$ cat src/design/plq_pkg.sv
// ----------------------------------------------------------------------------
// plq_pkg: shared types and constants for the price level order queue
// Operation and status codes, stream word layout, sequencer states and the
// control word that drives the shared aggregate unit.
// ----------------------------------------------------------------------------
package plq_pkg;

    // field widths
    localparam int unsigned KIND_W   = 2;
    localparam int unsigned SLOT_W   = 8;
    localparam int unsigned PRICE_W  = 32;
    localparam int unsigned SHARE_W  = 32;
    localparam int unsigned STATUS_W = 3;
    localparam int unsigned COUNT_W  = 9;
    localparam int unsigned LSHARE_W = 40;
    localparam int unsigned VOL_W    = 64;

    // stream word layout
    localparam int unsigned S_TDATA_W = SLOT_W + PRICE_W + SHARE_W;
    localparam int unsigned M_FIELD_W = SLOT_W + SHARE_W + COUNT_W + LSHARE_W + VOL_W;
    localparam int unsigned M_TDATA_W = ((M_FIELD_W + 7) / 8) * 8;
    localparam int unsigned M_PAD_W   = M_TDATA_W - M_FIELD_W;

    // operation kinds
    localparam logic [KIND_W-1:0] KIND_PUSH   = 2'd0;
    localparam logic [KIND_W-1:0] KIND_POP    = 2'd1;
    localparam logic [KIND_W-1:0] KIND_REMOVE = 2'd2;

    // result status codes
    localparam logic [STATUS_W-1:0] STS_OK         = 3'd0;
    localparam logic [STATUS_W-1:0] STS_PRICE      = 3'd1;
    localparam logic [STATUS_W-1:0] STS_EMPTY      = 3'd2;
    localparam logic [STATUS_W-1:0] STS_NOT_LISTED = 3'd3;
    localparam logic [STATUS_W-1:0] STS_LISTED     = 3'd4;

    // sequencer states
    typedef enum logic [2:0] {
        ST_IDLE,
        ST_LOOK,
        ST_LINK,
        ST_MUL,
        ST_ACC
    } t_state;

    // aggregate update kinds
    typedef enum logic [1:0] {
        VOP_NONE,
        VOP_ADD,
        VOP_SUB,
        VOP_CLEAR
    } t_vop;

    // control word for the aggregate unit
    typedef struct packed {
        logic                mul_en;
        logic                commit;
        t_vop                vop;
        logic [SHARE_W-1:0]  sh;
    } t_agg_ctl;

endpackage

$ cat src/design/plq_agg.sv
// ----------------------------------------------------------------------------
// plq_agg: shared multiply and accumulate unit for the level aggregates
// Forms shares times level price into a product register, then adds it to,
// takes it off or clears the share total and the volume on commit.
// ----------------------------------------------------------------------------
module plq_agg (
    input  logic                           i_clk,
    input  logic                           i_rst_n,
    input  plq_pkg::t_agg_ctl              i_ctl,
    input  logic [plq_pkg::PRICE_W-1:0]    i_level_price,
    output logic [plq_pkg::LSHARE_W-1:0]   o_shares,
    output logic [plq_pkg::VOL_W-1:0]      o_volume,
    output logic [plq_pkg::LSHARE_W-1:0]   o_next_shares,
    output logic [plq_pkg::VOL_W-1:0]      o_next_volume
);
    import plq_pkg::*;

    logic [VOL_W-1:0]    r_prod;
    logic [VOL_W-1:0]    w_prod;
    logic [LSHARE_W-1:0] r_shares;
    logic [LSHARE_W-1:0] n_shares;
    logic [VOL_W-1:0]    r_volume;
    logic [VOL_W-1:0]    n_volume;

    // 32 x 32 product, registered before the accumulator
    assign w_prod = {{(VOL_W-SHARE_W){1'b0}}, i_ctl.sh}
                  * {{(VOL_W-PRICE_W){1'b0}}, i_level_price};

    always_ff @(posedge i_clk) begin
        if (i_ctl.mul_en) begin
            r_prod <= w_prod;
        end
    end

    // add, take off or clear the aggregates
    always_comb begin
        n_shares = r_shares;
        n_volume = r_volume;
        case (i_ctl.vop)
            VOP_ADD: begin
                n_shares = r_shares + LSHARE_W'(i_ctl.sh);
                n_volume = r_volume + r_prod;
            end
            VOP_SUB: begin
                n_shares = r_shares - LSHARE_W'(i_ctl.sh);
                n_volume = r_volume - r_prod;
            end
            VOP_CLEAR: begin
                n_shares = '0;
                n_volume = '0;
            end
            default: begin
                n_shares = r_shares;
                n_volume = r_volume;
            end
        endcase
    end

    always_ff @(posedge i_clk) begin
        if (!i_rst_n) begin
            r_shares <= '0;
            r_volume <= '0;
        end else if (i_ctl.commit) begin
            r_shares <= n_shares;
            r_volume <= n_volume;
        end
    end

    assign o_shares      = r_shares;
    assign o_volume      = r_volume;
    assign o_next_shares = n_shares;
    assign o_next_volume = n_volume;

endmodule

$ cat config.mk
export PLATFORM = sky130hd
export DESIGN_NAME = plq_agg
export DESIGN_NICKNAME = d
export VERILOG_FILES = /design/src/design/plq_pkg.sv /design/src/design/plq_agg.sv
export SDC_FILE = /design/constraint.sdc
export NUM_CORES = 2
export LEC_CHECK = 0
export BUFFER_PORTS_ARGS = -buffer_cell sky130_fd_sc_hd__clkbuf_2
export CORE_ASPECT_RATIO = 0.5
export CORE_UTILIZATION = 57
export DETAILED_ROUTE_END_ITERATION = 7
export PLACE_DENSITY_LB_ADDON = 0.05
export SYNTH_ARGS = -nofsm -noshare
export SYNTH_HDL_FRONTEND = slang
export SYNTH_SLANG_ARGS = --single-unit
$ cat constraint.sdc
create_clock -name i_clk -period 9.1 [get_ports i_clk]
set_input_delay 0.455 -clock i_clk [delete_from_list [all_inputs] [get_ports i_clk]]
set_output_delay 0.455 -clock i_clk [all_outputs]
set_load 0.1 [all_outputs]
== Word level (Yosys, flattened, before mapping) ==
Index checks and enable logic that the tools add are counted.
Storage, ports and cells
  bits of input ports: 70
  output and inout bits: 208
  word-level logic and storage cells: 13
  register bits after elaboration: 168
Operators by class
  multiplexer cells: 2
  eq/ne operators: 3
  add/sub/neg operators: 4
  multiply operators: 1
Operators with widths (number)
  64-bit one-hot mux with 3 select lines: 1
  40-bit one-hot mux with 3 select lines: 1
  64-bit adder: 1
  32-bit by 32-bit multiplier with 64-bit output: 1
  64-bit subtractor: 1
  40-bit by 32-bit adder with 40-bit output: 1
  40-bit by 32-bit subtractor with 40-bit output: 1
  2-bit equality test (second input constant): 2
  2-bit by 1-bit equality test with 1-bit output (second input constant): 1

== Longest topological paths before layout ==
  depth in word-level cells: 2
  depth in mapped cells: 31
  depth with buffers taken out: 29

== Least setup slack after synthesis ==
No wires, ideal clock.
  kind: input to register
  start: input port i_ctl[15] (netlist name)
  end: register r_prod[62], data pin
  data required time: 8.838 ns
  buffers on the path: 2
  slack: 1.433 ns
  stages on the path: 27
  setup time: 0.262 ns
  data arrival time: 7.405 ns
  cell sequence: clkbuf_1 -> clkbuf_1 -> and2_1 -> fa_1 -> fa_1 -> fa_1 -> inv_1 -> fa_1 -> inv_1 -> fa_1 -> fa_1 -> fa_1 -> inv_1 -> fa_1 -> inv_1 -> ha_1 -> a211oi_1 -> o21bai_1 -> a21o_1 -> a221o_1 -> a31o_2 -> a31o_1 -> a31oi_1 -> nand2_1 -> a31oi_1 -> o21ai_1 -> xor2_1
Between the ends
  word-level cells in the longest chain between the ends: 1
Ends and longest elaborated chain
  from (decl): line plq_agg.sv:9  | input plq_pkg::t_agg_ctl i_ctl,
  32-bit by 32-bit multiplier with 64-bit output: line plq_agg.sv:27  | * {{(VOL_W-PRICE_W){1'b0}}, i_level_price};
  named net w_prod[62]: line plq_agg.sv:19  | logic [VOL_W-1:0] w_prod;
  to (signal assigned): line plq_agg.sv:31  | r_prod <= w_prod;
  to (decl): line plq_agg.sv:18  | logic [VOL_W-1:0] r_prod;
The timed path passes the listed nets, and every way through them passes these cells.
A chain may end at the register's enable or synchronous reset.

== Final worst setup path ==
  start: register r_prod[3]
  end: output port o_next_volume[62] (netlist name)
Between the ends
  word-level cells in the longest chain between the ends: 2
  elaborated cells between the ends (all ways): 3
  those cells by class: 2 x add/sub; 1 x mux
Ends and longest elaborated chain
  64-bit subtractor / 64-bit adder (equally long branches): line plq_agg.sv:46, plq_agg.sv:42
  64-bit one-hot mux with 3 select lines (*): line plq_agg.sv:39  | case (i_ctl.vop)
  to (decl): line plq_agg.sv:14  | output logic [plq_pkg::VOL_W-1:0] o_next_volume
Mark *: on every way between the ends. The rest lies on a longest branch, timed or not.

==> flow_summary.ini <==
[global_routing]
grtUsageTotal_pct = 35.0
grt_pass1_vias = 38800
antenna_found_initial = 3
grt_max_degree = 70
grt.overflow.total = 0
grt_pass1_wl_um = 226000

[worst_hold_path]
holdPathEnd = o_volume[42]$_SDFFE_PN0P_
hold_start = i_rst_n
min_path_cells = 3
hp-class = input pin to register

[timing]
layout_setup_ws_ps = 525
finalHoldViolations = 0
setup-tns-final_ps = 0
worst_pin_slew_ps = 1060
maxSlewViolCount = 0
slew_headroom_pct = 29.5
period_share_pct = 94.2
setup_viol = 0
fin_skew_ps = 20.7
fmax_mhz = 117
post-route-min-period_ps = 8580
rsz0062_at_grt = no

[worst_setup_path]
cp-start-kind = register
worstReg2RegStart = r_prod[3]$_DFFE_PP_
slowest_stage = xnor2_1
path_delay_family = simple AND/OR/NAND/NOR gates
required_ps = 8650
path_common_cell = a21oi_1
worst-r2r-setup-slack_ps = 1880
r2r-end = o_volume[62]$_SDFFE_PN0P_
path_class = register to output pin
cp.arrival_ps = 8120
slowest_delay_ps = 800
crit_path_end_kind = output pin
crit_chain = or3_1 > nor4_2 > nand3b_2 > nor3_4 > and2_1 > nand2_1 > nor2_1 > a21oi_1 > xnor2_1 > ha_1 > and3_1 > and2_1 > a221oi_1 > o21ai_0 > a21oi_1 > o31ai_1 > a21oi_1 > o21ai_1 > a311o_1 > xor2_1 > a22o_1 > clkbuf_2
cp_max_fo = 8
r2r_cells = 21
critPathBufInv = 1

[layout]
final_core_util_pct = 61.1
layout_common_cells = inv_1 (938), fa_1 (898), and2_1 (624)
finish.net_count = 6781
regArea_um2 = 4000
multi_input_area_um2 = 38700
nFillCells = 7304
drive_gt1_share_pct = 7.90
areaGrowthSynthToFinish_pct = 5.68
final_common_cell = inv_1

[route]
drt_iter0_markers = 3131
wl_per_cell_um = 22.2
vias = 38400
antenna_left = 0
dr.pass1.iters = 8
drc = 101
vias_per_cell = 5.85
totalWireLength_um = 146000

[yosys]
synth_top_family_by_area = adder cells
synth-simple-area-share_pct = 17.8
netlist_area_um2 = 47400
synth-xor-area-share_pct = 4.58
netlist_instances = 5394
syn-mean-instance-area_um2 = 8.79
yosysUniqueCellTypes = 96
yosysTopAreaCellShare_pct = 37.9
synthAdderAreaFrac_pct = 47.7
yosys_most_used_dff = dfxtp_1
ys_warn_count = 0
ys_async_sr_fraction_pct = 0
muxShareOfSynthArea_pct = 0.876
synth_compound_area_share_pct = 10.7
synth_top_area_cell = fa_1
synth_seq_cells = 168
synth_edf_count = 64
synth_area_leaders = fa_1 (38%), ha_1 (9.7%), and2_1 (8.2%)
seq_area_frac_synth_pct = 8.45
synth_fp_nets = 6731

[placed_design]
gp_congestion = 0.983
hpwl_um = 119000
portBuffers = 277
pre_cts_ws_ps = 419

[floorplanning]
die_width_um = 410
coreArea_um2 = 81900
start_util_pct = 57.8
die_area_um2 = 84400
rows = 74
fp.dieH_um = 206
ioPinCount = 278

[cts]
ctsRootBufferMaster = clkbuf_16
cts_made_buffers = 17
cts_tree = yes
cts_num_sinks = 168
ctsResizeCount = 0
cts.htree.levels = 4
clockBufferDepth = 2
cts_hold_buf = 0
clkLatencyLatePin_ps = 500
clkTransAtPathRegs_ps = 80
post_cts_buffers = 0

[run]
cap_violations = 0

[outcome]
violations = DRC
status = complete, but fails checks
==> metrics by stage <==
| step | area (um2) | hold slack [ps] | cells |
|---|---|---|---|
| after global routing | 50100 | 494 | 6559 |
| after floorplan | 47400 | 567 | 5394 |
| after detailed placement | 49500 | 515 | 6527 |
| after CTS | 50100 | 470 | 6559 |
| after global placement | 49500 | 503 | 6527 |
| final | 50100 | 478 | 6562 |
==> synth_stat cells, types with 18 or more instances <==
master and instances:
a22o_1 64, and3_1 23, o21ai_0 135, nand2b_1 20, nor2b_1 19, fa_1 898, nor4_1 18, o21ai_1 32
dfxtp_1 104, ha_1 369, clkbuf_1 287, nor2_1 179, a31oi_1 38, a21oi_1 220, edfxtp_1 64, xor2_1 57
nor3_1 48, and2_1 624, nand3_1 31, a21o_1 92, nand2_1 606, nand4_1 27, xnor2_1 191, mux2i_1 39
o21bai_1 32, inv_1 938
==> cell type report <==
type / instances / area share, %
multi-input combinational: 3976 / 77.3
sequential: 168 / 7.99
inverter: 940 / 7.04
timing repair buffer: 341 / 3.73
tap: 1102 / 2.75
clock buffer: 19 / 0.884
clock inverter: 13 / 0.275
antenna: 3 / 0.0150
==> state kept, by name (all words and copies together) (netlist names) <==
signal and flops:
o_shares 40, r_prod 64, o_volume 64
==> how the worst max path moves through the flow <==
| stage | slack, ps | endpoint | depth (start not counted) | start |
|---|---|---|---|---|
| 2_1_floorplan | 1430 | r_prod[62]$_DFFE_PP_ | 27 | i_ctl[15] |
| 3_3_place_gp | 600 | r_prod[57]$_DFFE_PP_ | 25 | i_level_price[2] |
| 3_5_place_dp | 420 | r_prod[57]$_DFFE_PP_ | 25 | i_level_price[2] |
| 4_1_cts | 800 | o_next_volume[62] | 22 | r_prod[3]$_DFFE_PP_ |
| 5_1_grt | 200 | o_next_volume[62] | 22 | r_prod[3]$_DFFE_PP_ |
| 6_report | 520 | o_next_volume[62] | 22 | r_prod[3]$_DFFE_PP_ |
==> cells by family after synthesis <==
group / Yosys count
flip-flops: 168
AND/OR/NAND/NOR: 1654
adder cells (fa/ha/maj): 1267
AO/OA/AOI/OAI: 766
buffers and inverters: 1250
XOR/XNOR: 248
multiplexers: 41
==> per-layer routing <==
layer  vias to the layer above  part of all wire, %  wire (um)  track usage (%)
li1                      17000                    -          -                -
met1                     19600                   44      64300             50.2
met2                      1601                   45      66200             55.3
met3                       205                  8.1      11800             5.66
met4                         0                  2.3       3320             9.00
met5                         -                    0          0                0
==> worst register-to-register path: cells and delay by family, from the launching register on <==
kind / cells / cell delay (ps)
adders and majority gates: 1 / 470
and+or+nand+nor: 9 / 2980
DFF: 1 / 440
xor gates and xnor gates: 2 / 1070
AOI/OAI and AO/OA: 9 / 2230
Power is left out: the tool's default activity adds up to more than one toggle a clock period on the data nets, which glitch-free logic cannot reach.
